==> src/design/ihre_pkg.sv <==
// Shared types, constants and helpers for the Intel HEX record encoder.
// No dependencies; imported by every module of the block but ihre_checker.
`default_nettype none

package ihre_pkg;

    localparam int MAX_RECORD_BYTES_DEF = 32;
    localparam int CNT_W                = 6;
    localparam int CFG_ADDR_W           = 3;

    localparam logic [CNT_W-1:0] RECORD_BYTES_RST = 6'd32;

    localparam logic OP_DATA = 1'b0;
    localparam logic OP_EOF  = 1'b1;

    localparam logic REG_START_ADDRESS = 1'b0;
    localparam logic REG_RECORD_BYTES  = 1'b1;

    localparam logic [7:0] REC_TYPE_DATA = 8'h00;
    localparam logic [7:0] REC_TYPE_EOF  = 8'h01;
    localparam logic [7:0] REC_TYPE_EXT  = 8'h04;
    localparam logic [7:0] EXT_LEN       = 8'h02;
    localparam logic [7:0] EOF_CSUM      = 8'hFF;

    localparam logic [6:0] CH_COLON = 7'h3A;
    localparam logic [6:0] CH_CR    = 7'h0D;
    localparam logic [6:0] CH_LF    = 7'h0A;
    localparam logic [6:0] CH_ZERO  = 7'h30;
    localparam logic [6:0] CH_ALPHA = 7'h37;

    typedef enum logic {
        JOB_DATA,
        JOB_EOF
    } job_kind_t;

    typedef struct packed {
        job_kind_t        kind;
        logic             bank;
        logic [CNT_W-1:0] count;
        logic [31:0]      addr;
        logic [7:0]       dsum;
    } job_t;

    typedef struct packed {
        logic             en;
        logic             bank;
        logic [CNT_W-1:0] idx;
        logic [7:0]       data;
    } buf_wr_t;

    typedef struct packed {
        logic en;
        logic bank;
    } release_t;

    typedef enum logic [1:0] {
        REC_DATA,
        REC_EXT,
        REC_EOF
    } rec_mode_t;

    typedef enum logic [2:0] {
        BK_IDLE,
        BK_COLON,
        BK_HDR,
        BK_DATA,
        BK_CSUM,
        BK_CR,
        BK_LF
    } back_state_t;

    function automatic logic [6:0] hex_char(input logic [3:0] v);
        logic [6:0] ext;
        ext = {3'b000, v};
        if (v < 4'd10)
        begin
            return CH_ZERO + ext;
        end
        return CH_ALPHA + ext;
    endfunction

endpackage

`default_nettype wire

==> src/design/ihre_front.sv <==
// Front end: configuration registers, input acceptance, record buffering control.
// Depends on ihre_pkg; feeds ihre_queue and the buffer write port of ihre_back.
`default_nettype none

module ihre_front
    import ihre_pkg::*;
#(
    parameter int MAX_RECORD_BYTES = MAX_RECORD_BYTES_DEF
)
(
    input  logic                  clk,
    input  logic                  rst_n,
    input  logic                  psel,
    input  logic                  penable,
    input  logic                  pwrite,
    input  logic [CFG_ADDR_W-1:0] paddr,
    input  logic [31:0]           pwdata,
    output logic [31:0]           prdata,
    output logic                  pready,
    input  logic                  s_tvalid,
    output logic                  s_tready,
    input  logic [7:0]            s_tdata,
    input  logic                  s_tuser,
    input  logic                  s_tlast,
    output job_t                  job,
    output logic                  job_push,
    input  logic                  job_full,
    output buf_wr_t               buf_wr,
    input  release_t              rel
);

    localparam logic [CNT_W-1:0] MAX_CNT = CNT_W'(MAX_RECORD_BYTES);

    logic [31:0]      start_address_reg;
    logic [CNT_W-1:0] record_bytes_reg;
    logic [31:0]      running_addr_reg, running_addr_next;
    logic [CNT_W-1:0] fill_reg, fill_next;
    logic [7:0]       sum_reg, sum_next;
    logic             cur_bank_reg, cur_bank_next;
    logic [1:0]       bank_busy_reg, bank_busy_next;

    logic [CNT_W-1:0] limit;
    logic [CNT_W-1:0] fill_inc;
    logic [7:0]       sum_inc;
    logic             cfg_wr;
    logic             accept;
    logic             is_data;
    logic             close_rec;

    assign pready   = 1'b1;
    assign cfg_wr   = psel && penable && pwrite && pready;
    assign s_tready = !job_full && !bank_busy_reg[cur_bank_reg];
    assign accept   = s_tvalid && s_tready;
    assign is_data  = (s_tuser == OP_DATA);
    assign fill_inc = fill_reg + CNT_W'(1);
    assign sum_inc  = sum_reg + s_tdata;

    always_comb
    begin
        if (record_bytes_reg == '0)
        begin
            limit = CNT_W'(1);
        end
        else if (record_bytes_reg > MAX_CNT)
        begin
            limit = MAX_CNT;
        end
        else
        begin
            limit = record_bytes_reg;
        end
    end

    assign close_rec = (fill_inc >= limit) || s_tlast;

    always_comb
    begin
        unique case (paddr[CFG_ADDR_W-1])
            REG_START_ADDRESS: prdata = start_address_reg;
            REG_RECORD_BYTES:  prdata = {26'd0, record_bytes_reg};
        endcase
    end

    assign buf_wr.en   = accept && is_data;
    assign buf_wr.bank = cur_bank_reg;
    assign buf_wr.idx  = fill_reg;
    assign buf_wr.data = s_tdata;

    assign job_push  = accept && (!is_data || close_rec);
    assign job.kind  = is_data ? JOB_DATA : JOB_EOF;
    assign job.bank  = cur_bank_reg;
    assign job.count = is_data ? fill_inc : '0;
    assign job.addr  = running_addr_reg;
    assign job.dsum  = sum_inc;

    always_comb
    begin
        running_addr_next = running_addr_reg;
        fill_next         = fill_reg;
        sum_next          = sum_reg;
        cur_bank_next     = cur_bank_reg;
        bank_busy_next    = bank_busy_reg;
        if (rel.en)
        begin
            bank_busy_next[rel.bank] = 1'b0;
        end
        if (accept)
        begin
            if (!is_data)
            begin
                fill_next = '0;
                sum_next  = '0;
            end
            else if (close_rec)
            begin
                fill_next                      = '0;
                sum_next                       = '0;
                running_addr_next              = running_addr_reg + 32'(fill_inc);
                cur_bank_next                  = !cur_bank_reg;
                bank_busy_next[cur_bank_reg]   = 1'b1;
            end
            else
            begin
                fill_next = fill_inc;
                sum_next  = sum_inc;
            end
        end
        if (cfg_wr && paddr[CFG_ADDR_W-1] == REG_START_ADDRESS)
        begin
            running_addr_next = pwdata;
        end
    end

    always_ff @(posedge clk or negedge rst_n)
    begin
        if (!rst_n)
        begin
            start_address_reg <= '0;
            record_bytes_reg  <= RECORD_BYTES_RST;
            running_addr_reg  <= '0;
            fill_reg          <= '0;
            sum_reg           <= '0;
            cur_bank_reg      <= 1'b0;
            bank_busy_reg     <= '0;
        end
        else
        begin
            running_addr_reg <= running_addr_next;
            fill_reg         <= fill_next;
            sum_reg          <= sum_next;
            cur_bank_reg     <= cur_bank_next;
            bank_busy_reg    <= bank_busy_next;
            if (cfg_wr)
            begin
                unique case (paddr[CFG_ADDR_W-1])
                    REG_START_ADDRESS: start_address_reg <= pwdata;
                    REG_RECORD_BYTES:  record_bytes_reg  <= pwdata[CNT_W-1:0];
                endcase
            end
        end
    end

endmodule

`default_nettype wire

==> src/design/ihre_queue.sv <==
// Two-entry job queue between front end and character sequencer.
// Depends on ihre_pkg for the job type.
`default_nettype none

module ihre_queue
    import ihre_pkg::*;
(
    input  logic clk,
    input  logic rst_n,
    input  logic push,
    input  job_t push_job,
    output logic full,
    input  logic pop,
    output logic valid,
    output job_t head
);

    job_t       slot_reg [2];
    logic       wr_ptr_reg;
    logic       rd_ptr_reg;
    logic [1:0] count_reg;
    logic       do_push;
    logic       do_pop;

    assign full    = (count_reg == 2'd2);
    assign valid   = (count_reg != 2'd0);
    assign head    = slot_reg[rd_ptr_reg];
    assign do_push = push && !full;
    assign do_pop  = pop && valid;

    always_ff @(posedge clk)
    begin
        if (do_push)
        begin
            slot_reg[wr_ptr_reg] <= push_job;
        end
    end

    always_ff @(posedge clk or negedge rst_n)
    begin
        if (!rst_n)
        begin
            wr_ptr_reg <= 1'b0;
            rd_ptr_reg <= 1'b0;
            count_reg  <= 2'd0;
        end
        else
        begin
            if (do_push)
            begin
                wr_ptr_reg <= !wr_ptr_reg;
            end
            if (do_pop)
            begin
                rd_ptr_reg <= !rd_ptr_reg;
            end
            count_reg <= count_reg + {1'b0, do_push} - {1'b0, do_pop};
        end
    end

endmodule

`default_nettype wire

==> src/design/ihre_back.sv <==
// Back end: two-bank record buffer and the record character sequencer.
// Depends on ihre_pkg; takes jobs from ihre_queue, feeds ihre_pack.
`default_nettype none

module ihre_back
    import ihre_pkg::*;
#(
    parameter int MAX_RECORD_BYTES = MAX_RECORD_BYTES_DEF
)
(
    input  logic       clk,
    input  logic       rst_n,
    input  logic       job_valid,
    input  job_t       job,
    output logic       job_pop,
    input  buf_wr_t    buf_wr,
    output release_t   rel,
    output logic       c_valid,
    output logic [6:0] c_char,
    output logic       c_last,
    input  logic       c_ready
);

    localparam int IDX_W = (MAX_RECORD_BYTES > 1) ? $clog2(MAX_RECORD_BYTES) : 1;

    logic [7:0] buf_mem [2 * (2 ** IDX_W)];
    logic [7:0] rd_data_reg;
    logic [IDX_W:0] rd_addr;

    back_state_t      state_reg, state_next;
    rec_mode_t        mode_reg, mode_next;
    logic             nib_reg, nib_next;
    logic [2:0]       idx_reg, idx_next;
    logic [IDX_W-1:0] data_idx_reg, data_idx_next;
    logic             ext_reg, ext_next;
    logic [CNT_W-1:0] n_reg;
    logic [31:0]      addr_reg;
    logic [7:0]       dsum_reg;
    logic             bank_reg;
    logic [15:0]      new_hi_reg;

    logic [IDX_W-1:0] data_idx_inc;
    logic [CNT_W-1:0] data_pos;
    logic             data_last;
    logic [2:0]       hdr_last;
    logic [7:0]       hdr_byte;
    logic [7:0]       sum_data;
    logic [7:0]       sum_ext;
    logic [7:0]       csum;
    logic [7:0]       cur_byte;
    logic [31:0]      next_addr;
    logic             adv;
    logic             start;

    assign data_idx_inc = data_idx_reg + IDX_W'(1);
    assign data_pos     = CNT_W'(data_idx_reg) + CNT_W'(1);
    assign data_last    = (data_pos == n_reg);
    assign hdr_last     = (mode_reg == REC_EXT) ? 3'd5 : 3'd3;
    assign adv          = c_ready && (state_reg != BK_IDLE);
    assign start        = (state_reg == BK_IDLE) && job_valid;
    assign next_addr    = job.addr + 32'(job.count);

    assign rd_addr = {bank_reg, (state_reg == BK_DATA && nib_reg && adv) ?
                                data_idx_inc : data_idx_reg};

    always_ff @(posedge clk)
    begin
        if (buf_wr.en)
        begin
            buf_mem[{buf_wr.bank, buf_wr.idx[IDX_W-1:0]}] <= buf_wr.data;
        end
        rd_data_reg <= buf_mem[rd_addr];
    end

    always_comb
    begin
        hdr_byte = 8'h00;
        unique case (mode_reg)
            REC_DATA:
            begin
                case (idx_reg)
                    3'd0:    hdr_byte = {2'b00, n_reg};
                    3'd1:    hdr_byte = addr_reg[15:8];
                    3'd2:    hdr_byte = addr_reg[7:0];
                    default: hdr_byte = REC_TYPE_DATA;
                endcase
            end
            REC_EXT:
            begin
                case (idx_reg)
                    3'd0:    hdr_byte = EXT_LEN;
                    3'd3:    hdr_byte = REC_TYPE_EXT;
                    3'd4:    hdr_byte = new_hi_reg[15:8];
                    3'd5:    hdr_byte = new_hi_reg[7:0];
                    default: hdr_byte = 8'h00;
                endcase
            end
            REC_EOF:
            begin
                case (idx_reg)
                    3'd3:    hdr_byte = REC_TYPE_EOF;
                    default: hdr_byte = 8'h00;
                endcase
            end
            default: hdr_byte = 8'h00;
        endcase
    end

    assign sum_data = {2'b00, n_reg} + addr_reg[15:8] + addr_reg[7:0] + dsum_reg;
    assign sum_ext  = EXT_LEN + REC_TYPE_EXT + new_hi_reg[15:8] + new_hi_reg[7:0];

    always_comb
    begin
        unique case (mode_reg)
            REC_DATA: csum = 8'h00 - sum_data;
            REC_EXT:  csum = 8'h00 - sum_ext;
            REC_EOF:  csum = EOF_CSUM;
            default:  csum = EOF_CSUM;
        endcase
    end

    always_comb
    begin
        unique case (state_reg)
            BK_HDR:  cur_byte = hdr_byte;
            BK_DATA: cur_byte = rd_data_reg;
            default: cur_byte = csum;
        endcase
    end

    // next state
    always_comb
    begin
        state_next = state_reg;
        unique case (state_reg)
            BK_IDLE:
            begin
                if (job_valid)
                begin
                    state_next = BK_COLON;
                end
            end
            BK_COLON:
            begin
                if (adv)
                begin
                    state_next = BK_HDR;
                end
            end
            BK_HDR:
            begin
                if (adv && nib_reg && idx_reg == hdr_last)
                begin
                    state_next = (mode_reg == REC_DATA) ? BK_DATA : BK_CSUM;
                end
            end
            BK_DATA:
            begin
                if (adv && nib_reg && data_last)
                begin
                    state_next = BK_CSUM;
                end
            end
            BK_CSUM:
            begin
                if (adv && nib_reg)
                begin
                    state_next = BK_CR;
                end
            end
            BK_CR:
            begin
                if (adv)
                begin
                    state_next = BK_LF;
                end
            end
            BK_LF:
            begin
                if (adv)
                begin
                    state_next = (mode_reg == REC_DATA && ext_reg) ? BK_COLON : BK_IDLE;
                end
            end
            default: state_next = BK_IDLE;
        endcase
    end

    always_comb
    begin
        mode_next     = mode_reg;
        nib_next      = nib_reg;
        idx_next      = idx_reg;
        data_idx_next = data_idx_reg;
        ext_next      = ext_reg;
        if (start)
        begin
            mode_next     = (job.kind == JOB_EOF) ? REC_EOF : REC_DATA;
            ext_next      = (job.kind == JOB_DATA) && (job.addr[31:16] != next_addr[31:16]);
            nib_next      = 1'b0;
            idx_next      = 3'd0;
            data_idx_next = '0;
        end
        else if (adv)
        begin
            if (state_reg == BK_HDR || state_reg == BK_DATA || state_reg == BK_CSUM)
            begin
                nib_next = !nib_reg;
            end
            else
            begin
                nib_next = 1'b0;
            end
            if (state_reg == BK_COLON)
            begin
                idx_next      = 3'd0;
                data_idx_next = '0;
            end
            if (state_reg == BK_HDR && nib_reg)
            begin
                idx_next = idx_reg + 3'd1;
            end
            if (state_reg == BK_DATA && nib_reg)
            begin
                data_idx_next = data_idx_inc;
            end
            if (state_reg == BK_LF && mode_reg == REC_DATA && ext_reg)
            begin
                mode_next = REC_EXT;
            end
        end
    end

    // outputs
    always_comb
    begin
        job_pop  = start;
        c_valid  = (state_reg != BK_IDLE);
        rel.en   = (state_reg == BK_LF) && adv && (mode_reg == REC_DATA);
        rel.bank = bank_reg;
        c_last   = (state_reg == BK_LF) && !(mode_reg == REC_DATA && ext_reg);
        unique case (state_reg)
            BK_COLON: c_char = CH_COLON;
            BK_CR:    c_char = CH_CR;
            BK_LF:    c_char = CH_LF;
            default:  c_char = hex_char(nib_reg ? cur_byte[3:0] : cur_byte[7:4]);
        endcase
    end

    always_ff @(posedge clk or negedge rst_n)
    begin
        if (!rst_n)
        begin
            state_reg    <= BK_IDLE;
            mode_reg     <= REC_DATA;
            nib_reg      <= 1'b0;
            idx_reg      <= 3'd0;
            data_idx_reg <= '0;
            ext_reg      <= 1'b0;
        end
        else
        begin
            state_reg    <= state_next;
            mode_reg     <= mode_next;
            nib_reg      <= nib_next;
            idx_reg      <= idx_next;
            data_idx_reg <= data_idx_next;
            ext_reg      <= ext_next;
        end
    end

    always_ff @(posedge clk)
    begin
        if (start)
        begin
            n_reg      <= job.count;
            addr_reg   <= job.addr;
            dsum_reg   <= job.dsum;
            bank_reg   <= job.bank;
            new_hi_reg <= next_addr[31:16];
        end
    end

endmodule

`default_nettype wire

==> src/design/ihre_pack.sv <==
// Character packer: pairs the character stream into output transactions; a lone last character goes alone.
// Depends on ihre_pkg; drives the master-side stream ports.
`default_nettype none

module ihre_pack
    import ihre_pkg::*;
(
    input  logic        clk,
    input  logic        rst_n,
    input  logic        c_valid,
    input  logic [6:0]  c_char,
    input  logic        c_last,
    output logic        c_ready,
    output logic        m_tvalid,
    input  logic        m_tready,
    output logic [15:0] m_tdata,
    output logic        m_tlast
);

    logic       hold_valid_reg;
    logic [6:0] hold_char_reg;
    logic       out_valid_reg;
    logic [6:0] out_first_reg;
    logic [6:0] out_second_reg;
    logic [1:0] out_count_reg;
    logic       out_last_reg;
    logic       take;
    logic       load;

    assign c_ready  = !out_valid_reg || m_tready;
    assign take     = c_valid && c_ready;
    assign load     = take && (hold_valid_reg || c_last);
    assign m_tvalid = out_valid_reg;
    assign m_tdata  = {out_count_reg, out_second_reg, out_first_reg};
    assign m_tlast  = out_last_reg;

    always_ff @(posedge clk or negedge rst_n)
    begin
        if (!rst_n)
        begin
            hold_valid_reg <= 1'b0;
            out_valid_reg  <= 1'b0;
        end
        else
        begin
            if (take)
            begin
                hold_valid_reg <= !hold_valid_reg && !c_last;
            end
            if (load)
            begin
                out_valid_reg <= 1'b1;
            end
            else if (m_tready)
            begin
                out_valid_reg <= 1'b0;
            end
        end
    end

    always_ff @(posedge clk)
    begin
        if (take && !hold_valid_reg)
        begin
            hold_char_reg <= c_char;
        end
        if (load)
        begin
            out_last_reg <= c_last;
            if (hold_valid_reg)
            begin
                out_first_reg  <= hold_char_reg;
                out_second_reg <= c_char;
                out_count_reg  <= 2'd2;
            end
            else
            begin
                out_first_reg  <= c_char;
                out_second_reg <= 7'd0;
                out_count_reg  <= 2'd1;
            end
        end
    end

endmodule

`default_nettype wire

==> src/design/intel_hex_record_encoder_top.sv <==
// Intel HEX record encoder, top level. The sequencer in ihre_back makes one character per
// cycle while the packer takes it (c_ready). It sends data and end-of-file records, adds an
// extended address record after a data record that crosses a 64K boundary, and returns to
// its idle state between jobs.
// Reset is asynchronous, active low; it clears control state, the buffer is not cleared.
// Depends on ihre_pkg, ihre_front, ihre_queue, ihre_back, ihre_pack.
`default_nettype none

module intel_hex_record_encoder_top
    import ihre_pkg::*;
#(
    parameter int MAX_RECORD_BYTES = MAX_RECORD_BYTES_DEF
)
(
    input  logic                  clk,
    input  logic                  rst_n,
    input  logic                  psel,
    input  logic                  penable,
    input  logic                  pwrite,
    input  logic [CFG_ADDR_W-1:0] paddr,
    input  logic [31:0]           pwdata,
    output logic [31:0]           prdata,
    output logic                  pready,
    input  logic                  s_tvalid,
    output logic                  s_tready,
    input  logic [7:0]            s_tdata,   // [7:0] data_byte
    input  logic                  s_tuser,   // [0] opcode
    input  logic                  s_tlast,   // chunk_end
    output logic                  m_tvalid,
    input  logic                  m_tready,
    output logic [15:0]           m_tdata,   // [6:0] char_first, [13:7] char_second,
                                             // [15:14] pair_count
    output logic                  m_tlast    // last_of_run
);

    job_t       push_job;
    job_t       head_job;
    logic       job_push;
    logic       job_full;
    logic       job_pop;
    logic       job_valid;
    buf_wr_t    buf_wr;
    release_t   rel;
    logic       c_valid;
    logic [6:0] c_char;
    logic       c_last;
    logic       c_ready;

    ihre_front #(
        .MAX_RECORD_BYTES(MAX_RECORD_BYTES)
    ) u_front (
        .clk      (clk),
        .rst_n    (rst_n),
        .psel     (psel),
        .penable  (penable),
        .pwrite   (pwrite),
        .paddr    (paddr),
        .pwdata   (pwdata),
        .prdata   (prdata),
        .pready   (pready),
        .s_tvalid (s_tvalid),
        .s_tready (s_tready),
        .s_tdata  (s_tdata),
        .s_tuser  (s_tuser),
        .s_tlast  (s_tlast),
        .job      (push_job),
        .job_push (job_push),
        .job_full (job_full),
        .buf_wr   (buf_wr),
        .rel      (rel)
    );

    ihre_queue u_queue (
        .clk      (clk),
        .rst_n    (rst_n),
        .push     (job_push),
        .push_job (push_job),
        .full     (job_full),
        .pop      (job_pop),
        .valid    (job_valid),
        .head     (head_job)
    );

    ihre_back #(
        .MAX_RECORD_BYTES(MAX_RECORD_BYTES)
    ) u_back (
        .clk       (clk),
        .rst_n     (rst_n),
        .job_valid (job_valid),
        .job       (head_job),
        .job_pop   (job_pop),
        .buf_wr    (buf_wr),
        .rel       (rel),
        .c_valid   (c_valid),
        .c_char    (c_char),
        .c_last    (c_last),
        .c_ready   (c_ready)
    );

    ihre_pack u_pack (
        .clk      (clk),
        .rst_n    (rst_n),
        .c_valid  (c_valid),
        .c_char   (c_char),
        .c_last   (c_last),
        .c_ready  (c_ready),
        .m_tvalid (m_tvalid),
        .m_tready (m_tready),
        .m_tdata  (m_tdata),
        .m_tlast  (m_tlast)
    );

endmodule

`default_nettype wire

==> config.mk <==
export PLATFORM = sky130hd
export DESIGN_NAME = intel_hex_record_encoder_top
export DESIGN_NICKNAME = d
export VERILOG_FILES = /design/src/design/ihre_pkg.sv /design/src/design/ihre_front.sv /design/src/design/ihre_queue.sv /design/src/design/ihre_back.sv /design/src/design/ihre_pack.sv /design/src/design/intel_hex_record_encoder_top.sv
export SDC_FILE = /design/constraint.sdc
export NUM_CORES = 1
export LEC_CHECK = 0
export BUFFER_PORTS_ARGS = -buffer_cell sky130_fd_sc_hd__buf_4
export CELL_PAD_IN_SITES_DETAIL_PLACEMENT = 1
export CELL_PAD_IN_SITES_GLOBAL_PLACEMENT = 1
export CORE_MARGIN = 3
export CORE_UTILIZATION = 53
export CTS_CLUSTER_DIAMETER = 40
export DETAILED_ROUTE_END_ITERATION = 8
export PLACE_DENSITY = 0.87
export SLEW_MARGIN = 40
export SYNTH_ARGS = -nofsm -noshare
export SYNTH_HDL_FRONTEND = slang
export SYNTH_HIERARCHICAL = 1
export SYNTH_SLANG_ARGS = --single-unit
==> constraint.sdc <==
create_clock -name clk -period 6.2 [get_ports clk]
set_input_delay 0.31 -clock clk [delete_from_list [all_inputs] [get_ports clk]]
set_output_delay 0.31 -clock clk [all_outputs]
set_load 0.01 [all_outputs]
Word level (Yosys, flattened, before mapping):

Memory sizes are Yosys's and may differ from the RTL's. A register that Yosys moved wholly into a read port is not among the register bits.
Index checks and enable logic that the tools add are counted.

* word-level logic and storage cells: 223
* memories: 2
* register bits after elaboration: 179
* bits in writable memories: 608
* output and inout port bits: 52
* bits of input ports: 52

Memories
* u_back.buf_mem: depth 64, width 8, rd ports 1, clocked after memory_dff 1, wr ports 1, RTL line ihre_back.sv:26 `logic [7:0] buf_mem [2 * (2 ** IDX_W)];`
* u_queue.slot_reg: depth 2, width 48, rd ports 1, clocked after memory_dff 0, wr ports 1, RTL line ihre_queue.sv:18 `job_t slot_reg [2];`

* reductions and logical operators: 67
* $add $sub $neg: 18
* $lt $le $gt $ge: 7
* bitwise operators: 6
* multiplexer cells: 70
* eq/ne operators: 25

Operator list (count)
* two-way mux 32 bit: 4
* adder 32 x 6 -> 32 bit: 2
* one-hot mux 32 bit (2 select lines): 1
* one-hot mux 8 bit (3 select lines): 2
* two-way mux 3 bit: 13
* adder 8 bit: 4
* one-hot mux 8 bit (2 select lines): 2
* one-hot mux 8 bit (4 select lines): 1
* two-way mux 6 bit: 5
* logical AND 1 bit: 29
* two-way mux 5 bit: 5
* two-way mux 7 bit: 3
* one-hot mux 3 bit (7 select lines): 1
* one-hot mux 7 bit (3 select lines): 1
* two-way mux 1 bit: 18
* two-way mux 2 bit: 9
* two-way mux 8 bit: 2
* inequality test 16 bit: 1
* subtractor 1 x 8 -> 8 bit (first input constant): 2
* equality test 3 bit (second input constant): 5
* adder 6 x 4 -> 7 bit (first input constant): 2
* inequality test 2 x 1 -> 1 bit (second input constant): 7
* equality test 3 x 2 -> 1 bit (second input constant): 4
* nonzero test 2 bit: 6
* 35 further kinds: 64

Logic depth before layout (Yosys ltp):

Gate-level depths: netlist of run 1.

* depth after elaboration: 13
* depth in mapped cells: 19
* mapped depth without buffers: 19

Modules after synthesis:

Netlist of run 1, hierarchy kept.

By module, submodules not included
* ihre_back: area each 25171.6 um2, times used 1, cells each 1606
* ihre_front: area each 4867.2 um2, times used 1, cells each 527
* ihre_queue: area each 3709.8 um2, times used 1, cells each 167
* ihre_pack: area each 987.2 um2, times used 1, cells each 51

Worst setup path before layout of run 1:

No wires, ideal clock.

* path kind: flip-flop to flip-flop
* start point: reg u_back.state_reg[0]
* end point: reg u_queue.count_reg[1]
* cell stages (with the launch flop): 10
* data arrival time: 5.405 ns
* library setup time: 0.080 ns
* clock period less this slack: 5.485 ns
* path slack: 0.715 ns
* cells stage by stage: dfrtp_1 -> buf_6 -> clkbuf_1 -> nor3_1 -> and2_1 -> ha_1 -> inv_1 -> ha_1 -> xnor2_1 -> xnor2_1

* longest elaborated chain between the ends: 4

Ends and longest elaborated chain
* start, declared: RTL line ihre_back.sv:30 `back_state_t state_reg, state_next;`
* start signal, assigned: RTL line ihre_back.sv:263 `state_reg <= state_next;`
* zero test 3 bit: RTL line ihre_back.sv:60 `assign start = (state_reg == BK_IDLE) && job_valid;`
* logical AND 1 bit: RTL line ihre_back.sv:60
* via job_pop: RTL line intel_hex_record_encoder_top.sv:40 `logic job_pop;`
* logical AND 1 bit: RTL line ihre_queue.sv:29 `assign do_pop = pop && valid;`
* via u_queue.do_pop: RTL line ihre_queue.sv:23 `logic do_pop;`
* subtractor 2 x 1 -> 2 bit: RTL line ihre_queue.sv:57 `count_reg <= count_reg + {1'b0, do_push} - {1'b0, do_pop};`
* end signal, assigned: RTL line ihre_queue.sv:57
* end, declared: RTL line ihre_queue.sv:21 `logic [1:0] count_reg;`

The timed path passes the listed nets, and every way through them passes these cells.
A chain may end at the register's enable or synchronous reset.

Final worst setup path of run 1:

* start point: reg u_back.addr_reg[9]
* end point: reg u_pack.out_first_reg[4], data pin

* longest elaborated chain between the ends: 13
* elaborated cells on any way between the ends: 18
* classes of those cells: 6 x add/sub; 1 x order compare; 11 x mux

Ends and longest elaborated chain
* start, declared: RTL line ihre_back.sv:37 `logic [31:0] addr_reg;`
* start signal, assigned: RTL line ihre_back.sv:277 `addr_reg <= job.addr;`
* adder 6 x 8 -> 8 bit: RTL line ihre_back.sv:109 `assign sum_data = {2'b00, n_reg} + addr_reg[15:8] + addr_reg[7:0] + dsum_reg;`
* adder 8 bit (2 in a row): RTL line ihre_back.sv:109
* subtractor 1 x 8 -> 8 bit: RTL line ihre_back.sv:115 `REC_DATA: csum = 8'h00 - sum_data;`
* one-hot mux 8 bit (2 select lines): RTL line ihre_back.sv:114 `unique case (mode_reg)`
* one-hot mux 8 bit (2 select lines) *: RTL line ihre_back.sv:124 `unique case (state_reg)`
* two-way mux 4 bit *: RTL line ihre_back.sv:246 `default: c_char = hex_char(nib_reg ? cur_byte[3:0] : cur_byte[7:4]);`
* < comparator 4 bit: RTL line ihre_pkg.sv:75 `if (v < 4'd10)`
* two-way mux 1 bit: RTL line ihre_pkg.sv:75
* two-way mux 1 bit: RTL line ihre_back.sv:242 `unique case (state_reg)`
* two-way mux 7 bit *: RTL line ihre_pkg.sv:79 `return CH_ALPHA + ext;`
* one-hot mux 7 bit (3 select lines) *: RTL line ihre_back.sv:242
* via c_char[4]: RTL line intel_hex_record_encoder_top.sv:45 `logic [6:0] c_char;`
* two-way mux 7 bit *: RTL line ihre_pack.sv:70 `if (hold_valid_reg)`
* end signal, assigned: RTL line ihre_pack.sv:72 `out_first_reg <= hold_char_reg;`
* end signal, assigned: RTL line ihre_pack.sv:78 `out_first_reg <= c_char;`
* end, declared: RTL line ihre_pack.sv:23 `logic [6:0] out_first_reg;`

The timed path passes the listed nets; every way through them passes the cells marked *. The select of a mux whose other input is x is not followed.

==> impl_results.html, run 1 <==
<table>
<tr><th>Metric</th><th>Value</th></tr>
<tr><th colspan="2">Route</th></tr>
<tr><td>Routed wirelength normalized by instance count</td><td>33.1 um</td></tr>
<tr><td>Total DRC errors in the routed layout</td><td>0</td></tr>
<tr><td>Overall routed net length</td><td>114 mm</td></tr>
<tr><td>Router iterations before antenna repair</td><td>6</td></tr>
<tr><td>Post-route ant nets</td><td>0</td></tr>
<tr><td>Overall via count from detail_route</td><td>23,500</td></tr>
<tr><td>Initial DRC count</td><td>2,883</td></tr>
<tr><td>Drt via density</td><td>6.82</td></tr>
<tr><th colspan="2">Logic synthesis</th></tr>
<tr><td>Most area-consuming cells after synthesis</td><td>sky130_fd_sc_hd__edfxtp_1, sky130_fd_sc_hd__dfrtp_1, sky130_fd_sc_hd__mux4_2, sky130_fd_sc_hd__nand2_1, sky130_fd_sc_hd__ha_1</td></tr>
<tr><td>Combinational family with the most area after synthesis</td><td>multiplexers</td></tr>
<tr><td>Yosys synthesis warning count</td><td>6</td></tr>
<tr><td>Unique cell type count in the Yosys netlist</td><td>88</td></tr>
<tr><td>Mapped Cells</td><td>2,351</td></tr>
<tr><td>Flop and latch count out of synthesis</td><td>795</td></tr>
<tr><td>Post-synthesis simple-gate area fraction</td><td>9.14%</td></tr>
<tr><td>Fraction of the mapped netlist area in adder cells</td><td>3.08%</td></tr>
<tr><td>Cell taking the most area after synthesis</td><td>sky130_fd_sc_hd__edfxtp_1</td></tr>
<tr><td>Synth Cell Area</td><td>34,700 um2</td></tr>
<tr><td>Share of the synthesized area in compound gates (AO/OA/AOI/OAI)</td><td>5.92%</td></tr>
<tr><td>Proportion of netlist area held by the largest area contributor</td><td>58.7%</td></tr>
<tr><td>Count of flip-flops with a built-in enable after synthesis</td><td>679</td></tr>
<tr><td>Sequential element share of the synthesized area</td><td>66.9%</td></tr>
<tr><td>Post-synthesis async set-or-reset flop share</td><td>13.6%</td></tr>
<tr><td>Mux share of post-synthesis cell area</td><td>9.78%</td></tr>
<tr><td>Nets in the synthesized netlist</td><td>2,479</td></tr>
<tr><td>Avg Synthesized Cell Area</td><td>14.8 um2</td></tr>
<tr><td>Xor/xnor cell area share of the yosys netlist</td><td>2.16%</td></tr>
<tr><td>Most instantiated flip-flop cell in the synthesis netlist</td><td>sky130_fd_sc_hd__edfxtp_1</td></tr>
<tr><th colspan="2">Clocking</th></tr>
<tr><td>Worst skew pair latency</td><td>690 ps</td></tr>
<tr><td>Maximum clock insertion buffer count</td><td>3</td></tr>
<tr><td>Clock tree from TritonCTS</td><td>done</td></tr>
<tr><td>Count of cells resized by post-cts repair</td><td>0</td></tr>
<tr><td>CTS Buf Count</td><td>104</td></tr>
<tr><td>Number of clock sinks</td><td>795</td></tr>
<tr><td>Clock transition at path regs</td><td>70 ps</td></tr>
<tr><td>H-Tree Level Count</td><td>3</td></tr>
<tr><td>Clock Root Buffer</td><td>sky130_fd_sc_hd__clkbuf_16</td></tr>
<tr><th colspan="2">Critical path</th></tr>
<tr><td>Destination of the worst register-to-register timing path</td><td>u_pack/out_first_reg[4]$_DFFE_PP_</td></tr>
<tr><td>Setup slack on the worst flop-to-flop path</td><td>1150 ps</td></tr>
<tr><td>Highest net fanout along the worst path</td><td>3</td></tr>
<tr><td>Cells on worst reg2reg path</td><td>19</td></tr>
<tr><td>Startpoint of the worst setup timing path</td><td>u_back/addr_reg[9]$_DFFE_PP_</td></tr>
<tr><td>CP Capture Type</td><td>flip-flop</td></tr>
<tr><td>Critical register-to-register path startpoint</td><td>u_back/addr_reg[9]$_DFFE_PP_</td></tr>
<tr><td>Setup crit end</td><td>u_pack/out_first_reg[4]$_DFFE_PP_</td></tr>
<tr><td>Data arrival at the endpoint of the critical path</td><td>5450 ps</td></tr>
<tr><td>Classification of the worst setup path</td><td>flip-flop to flip-flop</td></tr>
<tr><td>Type of origin of the critical path</td><td>flip-flop</td></tr>
<tr><td>Required time reported for the critical path endpoint</td><td>6600 ps</td></tr>
<tr><th colspan="2">Timing</th></tr>
<tr><td>Crit path setup slack, layout</td><td>1150 ps</td></tr>
<tr><td>Worst hold-check slack</td><td>4.00 ps</td></tr>
<tr><td>Worst clock skew</td><td>38.5 ps</td></tr>
<tr><td>Pin slew with the least headroom to its limit</td><td>938 ps</td></tr>
<tr><td>Final Slew Violations</td><td>0</td></tr>
<tr><td>Setup repair after global routing missed its margin</td><td>false</td></tr>
<tr><td>Final Hold Fails</td><td>0</td></tr>
<tr><td>Upper clock frequency limit</td><td>198 MHz</td></tr>
<tr><td>Minimum clock period after layout</td><td>5050 ps</td></tr>
<tr><td>Total of endpoints with negative setup slack in the final report</td><td>0</td></tr>
<tr><td>Final worst path period share</td><td>81.5%</td></tr>
<tr><td>Normalized max-slew margin</td><td>37.3%</td></tr>
<tr><td>Total negative slack</td><td>0 ps</td></tr>
<tr><th colspan="2">Cells and area</th></tr>
<tr><td>Total Nets Final</td><td>2,625</td></tr>
<tr><td>Share of final-layout standard cells stronger than drive strength 1</td><td>21.2%</td></tr>
<tr><td>Final design area excluding fillers</td><td>40,500 um2</td></tr>
<tr><td># fillers</td><td>5,860</td></tr>
<tr><td>Number of non-filler instances in the completed layout</td><td>3,445</td></tr>
<tr><td>Final Util</td><td>62.6%</td></tr>
<tr><td>P&amp;R area growth vs syn</td><td>16.6%</td></tr>
<tr><td>Flip-flop count of the largest register after layout</td><td>512</td></tr>
<tr><th colspan="2">Global route</th></tr>
<tr><td>Global-route wire length before repair</td><td>165 mm</td></tr>
<tr><td>Antenna violations before repair</td><td>3</td></tr>
<tr><td>Aggregate global-route resource usage</td><td>32.8%</td></tr>
<tr><td>Number of global-route vias before repair</td><td>24,600</td></tr>
<tr><td>Total congestion overflow after global routing</td><td>0</td></tr>
<tr><td>Pin count of the biggest net entering global routing</td><td>67</td></tr>
<tr><th colspan="2">Place</th></tr>
<tr><td>Setup slack at placement</td><td>1340 ps</td></tr>
<tr><td>Gpl congestion</td><td>0.861</td></tr>
<tr><td>Count of buffers inserted at the top-level ports</td><td>100</td></tr>
<tr><td>Estimated wirelength of the detail-placed design</td><td>59.2 mm</td></tr>
<tr><td>Instance count after placement with tap cells included</td><td>3,205</td></tr>
<tr><td>Area after detailed placement</td><td>36,200 um2</td></tr>
<tr><th colspan="2">Power and ir drop</th></tr>
<tr><td>Power Total</td><td>20.5 mW</td></tr>
<tr><td>Pleak</td><td>14.5 nW</td></tr>
<tr><td>PwrDens</td><td>505 nW/um2</td></tr>
<tr><td>Largest voltage drop on the vdd net</td><td>0.322 mV</td></tr>
<tr><th colspan="2">Status</th></tr>
<tr><td>Outcome</td><td>completed</td></tr>
<tr><th colspan="2">Min path</th></tr>
<tr><td>Worst Hold Path Cells</td><td>1</td></tr>
<tr><td>Hold Path Class</td><td>input port to flip-flop</td></tr>
<tr><th colspan="2">Die</th></tr>
<tr><td>Die area</td><td>68,600 um2</td></tr>
<tr><td>IO Count</td><td>104</td></tr>
<tr><td>Core region area</td><td>64,700 um2</td></tr>
<tr><td>Number of placement rows</td><td>93</td></tr>
<tr><td>Initial Utilization</td><td>53.7%</td></tr>
<tr><td>Die X</td><td>262 um</td></tr>
<tr><td>Die boundary height</td><td>262 um</td></tr>
<tr><th colspan="2">Flow run</th></tr>
<tr><td>Maximum capacitance violations</td><td>0</td></tr>
</table>
[critical path, cell delays in order, from the launching register on]
cell and delay [ps]:
sky130_fd_sc_hd__edfxtp_1 390, sky130_fd_sc_hd__inv_1 100, sky130_fd_sc_hd__fa_1 520, sky130_fd_sc_hd__inv_1 60, sky130_fd_sc_hd__fa_1 470, sky130_fd_sc_hd__fa_1 540
sky130_fd_sc_hd__inv_1 50, sky130_fd_sc_hd__ha_1 230, sky130_fd_sc_hd__fa_1 420, sky130_fd_sc_hd__xor2_1 180, sky130_fd_sc_hd__nand2_1 70, sky130_fd_sc_hd__o31ai_1 110
sky130_fd_sc_hd__a221oi_1 150, sky130_fd_sc_hd__a41o_1 260, sky130_fd_sc_hd__ha_1 220, sky130_fd_sc_hd__nor3_1 190, sky130_fd_sc_hd__o21a_1 190, sky130_fd_sc_hd__a21oi_1 60
sky130_fd_sc_hd__o211a_1 270, sky130_fd_sc_hd__mux2_2 280
[where the power goes]
group	internal (mW)	switching, mW	total (mW)
clock	3.90	2.61	6.51
combinational	2.66	4.07	6.73
sequential	6.61	0.605	7.22
[timing repair]
action,4_1_cts,5_1_grt
hold endpoints to repair,83,0
hold buffers,34,0
buffers inserted,0,0
[kinds of logic (layout without fill, tap and decap cells)]
family,after synthesis,after routing
XOR/XNOR,81,81
AO/OA/AOI/OAI,293,293
flip-flops,795,795
AND/OR/NAND/NOR,679,679
multiplexers,216,216
other,1,3
buffers and inverters,210,447
adder cells (fa/ha/maj),76,76
[worst min path at each step]
stage | startpoint | end | slack, ps
detailed placement | rst_n | u_back/idx_reg[1]$_DFFE_PN0P_ | 180
global placement | rst_n | u_back/idx_reg[2]$_DFFE_PN0P_ | 180
floorplan | rst_n | u_back/data_idx_reg[0]$_DFFE_PN0P_ | 10
finish | s_tdata[3] | u_back/buf_mem[49][3]$_DFFE_PP_ | 4
global route | s_tdata[3] | u_back/buf_mem[43][3]$_DFFE_PP_ | 7
CTS | m_tready | u_pack/m_tvalid$_DFFE_PN0P_ | 30
[synth_stat cells (all sizes together), types with 17 or more instances]
cell type	number
inv	83
nor2b	34
a32oi	24
xor2	27
mux4	88
edfxtp	679
nand4	17
ha	60
xnor2	53
nor4	23
buf	75
nand2	296
nor3	40
nand3	56
nor2	135
o21ai	80
mux2i	57
dfrtp	107
mux2	71
clkbuf	49
a21oi	47
[per-layer routing]
layer | vias up | track usage [%] | routed length (um)
met5 | - | 0 | 12
met4 | 2 | 15.5 | 6060
met1 | 12000 | 40.7 | 39900
met2 | 1845 | 54.6 | 56700
met3 | 475 | 7.93 | 11500
li1 | 9208 | - | -
[cell type report]
cell class,instances,area (um2),share of cell area [%]
flip-flops and latches,795,23300,57.4
multi-input cells,1346,10700,26.4
clock buffers,124,2780,6.87
repair buffers,164,1440,3.57
well taps,855,1070,2.64
clock inverters,73,936,2.31
inverters,86,323,0.797
diodes,2,5.00,0.0124
[cells in the final DEF (no fill, tap or decap), types with 56 or more instances in the layout]
cell type | netlist | layout
sky130_fd_sc_hd__buf_4 | 26 | 118
sky130_fd_sc_hd__clkbuf_16 | 0 | 109
sky130_fd_sc_hd__dfrtp_1 | 107 | 105
sky130_fd_sc_hd__edfxtp_1 | 679 | 679
sky130_fd_sc_hd__ha_1 | 60 | 59
sky130_fd_sc_hd__inv_1 | 83 | 83
sky130_fd_sc_hd__mux2_2 | 59 | 59
sky130_fd_sc_hd__mux2i_1 | 57 | 57
sky130_fd_sc_hd__mux4_2 | 88 | 88
sky130_fd_sc_hd__nand2_1 | 295 | 294
sky130_fd_sc_hd__nand3_1 | 56 | 56
sky130_fd_sc_hd__nor2_1 | 135 | 94
sky130_fd_sc_hd__o21ai_0 | 69 | 68
(Power assumes the default switching activity.)
==> inputs of run 2 (changes only) <==
==> constraint.sdc (replaced) <==
create_clock -name clk -period 4.8 [get_ports clk]
set_input_delay 0.24 -clock clk [delete_from_list [all_inputs] [get_ports clk]]
set_output_delay 0.24 -clock clk [all_outputs]
set_load 0.01 [all_outputs]
==> run 2 against run 1 <==
Fmax rose by 1.8%; the flow now finishes with violations (negative setup slack); setup slack got worse by 1300 ps; largest cell class unchanged; sequential share of layout area fell by 0.36 points; non-clock buffer count rose by 45; power rose by 33%.
==> impl_results.html, run 2 (synthesized netlist as in run 1, its figures left out) <==
<table>
<tr><th>Metric</th><th>Value</th></tr>
<tr><th colspan="2">Critical path</th></tr>
<tr><td>Crit-path most repeated cell</td><td>sky130_fd_sc_hd__inv_1</td></tr>
<tr><td>Critical register-to-register path startpoint</td><td>u_back/addr_reg[4]$_DFFE_PP_</td></tr>
<tr><td>Classification of the worst setup path</td><td>flip-flop to flip-flop</td></tr>
<tr><td>Kind of cell adding the most delay to the critical path</td><td>adder cells</td></tr>
<tr><td>Highest net fanout along the worst path</td><td>4</td></tr>
<tr><td>WP buf/inv</td><td>4</td></tr>
<tr><td>Ordered cell list for the critical path</td><td>inv_1 &gt; fa_1 &gt; inv_1 &gt; fa_1 &gt; inv_1 &gt; ha_1 &gt; ha_4 &gt; or2_2 &gt; a21o_1 &gt; a21oi_1 &gt; o31a_1 &gt; nor2_2 &gt; inv_1 &gt; ha_4 &gt; nor3_2 &gt; o21a_1 &gt; nor2b_1 &gt; mux2_2</td></tr>
<tr><td>Required time reported for the critical path endpoint</td><td>5200 ps</td></tr>
<tr><td>Slowest cell on the critical path</td><td>sky130_fd_sc_hd__fa_1</td></tr>
<tr><td>Data arrival at the endpoint of the critical path</td><td>5360 ps</td></tr>
<tr><td>Slowest stage delay, CP</td><td>620 ps</td></tr>
<tr><td>Type of origin of the critical path</td><td>flip-flop</td></tr>
<tr><td>Destination of the worst register-to-register timing path</td><td>u_pack/out_first_reg[6]$_DFFE_PP_</td></tr>
<tr><td>Setup slack on the worst flop-to-flop path</td><td>-160 ps</td></tr>
<tr><td>Cells on worst reg2reg path</td><td>18</td></tr>
<tr><td>CP Capture Type</td><td>flip-flop</td></tr>
<tr><th colspan="2">Cells and area</th></tr>
<tr><td>Flip-flop count of the largest register after layout</td><td>512</td></tr>
<tr><td># fillers</td><td>5,883</td></tr>
<tr><td>Sequential Area</td><td>23,300 um2</td></tr>
<tr><td>Most common cell after layout, fill and taps aside</td><td>sky130_fd_sc_hd__edfxtp_1</td></tr>
<tr><td>Final Util</td><td>63.0%</td></tr>
<tr><td>Total Nets Final</td><td>2,671</td></tr>
<tr><td>Top library cells by usage in the layout, fill and taps aside</td><td>sky130_fd_sc_hd__edfxtp_1, sky130_fd_sc_hd__nand2_1, sky130_fd_sc_hd__buf_4, sky130_fd_sc_hd__dfrtp_1</td></tr>
<tr><td>Share of final-layout standard cells stronger than drive strength 1</td><td>22.5%</td></tr>
<tr><td>Multi-input combinational cell area</td><td>10,800 um2</td></tr>
<tr><td>P&amp;R area growth vs syn</td><td>17.3%</td></tr>
<tr><th colspan="2">Route</th></tr>
<tr><td>Initial DRC count</td><td>3,433</td></tr>
<tr><td>Router iterations before antenna repair</td><td>6</td></tr>
<tr><td>Overall via count from detail_route</td><td>24,200</td></tr>
<tr><td>Total DRC errors in the routed layout</td><td>0</td></tr>
<tr><td>Drt via density</td><td>6.93</td></tr>
<tr><td>Overall routed net length</td><td>119 mm</td></tr>
<tr><td>Routed wirelength normalized by instance count</td><td>34.1 um</td></tr>
<tr><td>Post-route ant nets</td><td>0</td></tr>
<tr><th colspan="2">Die</th></tr>
<tr><td>Initial Utilization</td><td>53.7%</td></tr>
<tr><td>IO Count</td><td>104</td></tr>
<tr><td>Number of placement rows</td><td>93</td></tr>
<tr><td>Die boundary height</td><td>262 um</td></tr>
<tr><td>Die area</td><td>68,600 um2</td></tr>
<tr><td>Core region area</td><td>64,700 um2</td></tr>
<tr><td>Die X</td><td>262 um</td></tr>
<tr><th colspan="2">Place</th></tr>
<tr><td>Count of buffers inserted at the top-level ports</td><td>100</td></tr>
<tr><td>Setup slack at placement</td><td>52.7 ps</td></tr>
<tr><td>Estimated wirelength of the detail-placed design</td><td>59.7 mm</td></tr>
<tr><td>Gpl congestion</td><td>0.903</td></tr>
<tr><th colspan="2">Clocking</th></tr>
<tr><td>CTS Buf Count</td><td>104</td></tr>
<tr><td>H-Tree Level Count</td><td>3</td></tr>
<tr><td>Clock transition at path regs</td><td>70 ps</td></tr>
<tr><td>Maximum clock insertion buffer count</td><td>3</td></tr>
<tr><td>Worst skew pair latency</td><td>710 ps</td></tr>
<tr><td>Clock Root Buffer</td><td>sky130_fd_sc_hd__clkbuf_16</td></tr>
<tr><td>Clock tree from TritonCTS</td><td>done</td></tr>
<tr><td>Number of clock sinks</td><td>795</td></tr>
<tr><th colspan="2">Global route</th></tr>
<tr><td>Number of global-route vias before repair</td><td>25,200</td></tr>
<tr><td>Total congestion overflow after global routing</td><td>0</td></tr>
<tr><td>Antenna violations before repair</td><td>2</td></tr>
<tr><td>Global-route wire length before repair</td><td>175 mm</td></tr>
<tr><td>Pin count of the biggest net entering global routing</td><td>67</td></tr>
<tr><td>Aggregate global-route resource usage</td><td>34.9%</td></tr>
<tr><th colspan="2">Timing</th></tr>
<tr><td>Minimum clock period after layout</td><td>4960 ps</td></tr>
<tr><td>Final Hold Fails</td><td>0</td></tr>
<tr><td>Worst hold-check slack</td><td>8.26 ps</td></tr>
<tr><td>Crit path setup slack, layout</td><td>-164 ps</td></tr>
<tr><td>Worst clock skew</td><td>62.6 ps</td></tr>
<tr><td>Pin slew with the least headroom to its limit</td><td>884 ps</td></tr>
<tr><td>Upper clock frequency limit</td><td>201 MHz</td></tr>
<tr><td>Final worst path period share</td><td>103%</td></tr>
<tr><td>Final Slew Violations</td><td>0</td></tr>
<tr><td>Total of endpoints with negative setup slack in the final report</td><td>9</td></tr>
<tr><td>Setup repair after global routing missed its margin</td><td>true</td></tr>
<tr><td>Normalized max-slew margin</td><td>40.9%</td></tr>
<tr><th colspan="2">Power and ir drop</th></tr>
<tr><td>Pleak</td><td>14.7 nW</td></tr>
<tr><td>Power Total</td><td>27.2 mW</td></tr>
<tr><td>PwrDens</td><td>667 nW/um2</td></tr>
<tr><td>Largest voltage drop on the vdd net</td><td>0.562 mV</td></tr>
<tr><th colspan="2">Min path</th></tr>
<tr><td>Hold Path Class</td><td>input port to flip-flop</td></tr>
<tr><td>Worst hold start</td><td>s_tdata[4]</td></tr>
<tr><td>Worst Hold Path Cells</td><td>1</td></tr>
<tr><td>Worst Hold Path EP</td><td>u_back/buf_mem[50][4]$_DFFE_PP_</td></tr>
<tr><th colspan="2">Flow run</th></tr>
<tr><td>Maximum capacitance violations</td><td>0</td></tr>
<tr><th colspan="2">Status</th></tr>
<tr><td>Outcome</td><td>complete, but fails checks</td></tr>
<tr><td>Violations in the final reports</td><td>negative setup slack</td></tr>
</table>
## run 2: power breakdown
group	leakage [nW]	switching, mW	internal, mW	total (mW)
combinational	5.43	5.85	3.97	9.82
clock	1.67	3.48	4.61	8.10
sequential	7.58	0.706	8.54	9.25
## run 2: worst max path at each step
stage	start	endpoint	slack, ps	depth (start not counted)
final	u_back/addr_reg[4]$_DFFE_PP_	u_pack/out_first_reg[6]$_DFFE_PP_	-160	18
after global routing	u_back/addr_reg[4]$_DFFE_PP_	u_pack/out_first_reg[6]$_DFFE_PP_	-180	18
after CTS	u_back/addr_reg[1]$_DFFE_PP_	u_pack/out_first_reg[4]$_DFFE_PP_	10	19
after detailed placement	u_back/addr_reg[1]$_DFFE_PP_	u_pack/out_first_reg[4]$_DFFE_PP_	50	19
after global placement	u_back/addr_reg[1]$_DFFE_PP_	u_pack/out_first_reg[4]$_DFFE_PP_	160	19
after floorplan	u_back/addr_reg[1]$_DFFE_PP_	u_pack/out_first_reg[4]$_DFFE_PP_	410	19
## run 2: routing by layer
layer,routed length [um],vias up,global-route usage (%),part of all wire [%]
li1,-,9315,-,-
met1,42100,12200,45.2,35
met2,56600,2081,55.8,48
met3,12700,562,7.85,11
met4,7420,2,18.3,6.2
met5,20,-,0,0.017
## run 2: final cells by class
type | instances | share of cell area (%)
tap | 855 | 2.63
inverter | 86 | 0.792
sequential | 795 | 57.1
timing repair buffer | 209 | 4.33
clock inverter | 68 | 1.98
clock buffer | 128 | 6.68
antenna | 1 | 0.00614
multi-input combinational | 1347 | 26.5
## run 2: metrics by stage
step | std cells | area [um2] | setup TNS, ps
floorplan | 2351 | 34700 | 0
finish | 3489 | 40700 | -824
global route | 3488 | 40700 | -958
CTS | 3480 | 40400 | 0
global placement | 3242 | 36400 | 0
detailed placement | 3243 | 36500 | 0
## run 2: repair_timing
action	CTS	global route
hold buffers	37	1
cloned	1	0
gates resized for setup	7	28
pin swaps	2	15
setup endpoints to repair	6	17
setup buffers	3	4
hold endpoints to repair	143	17
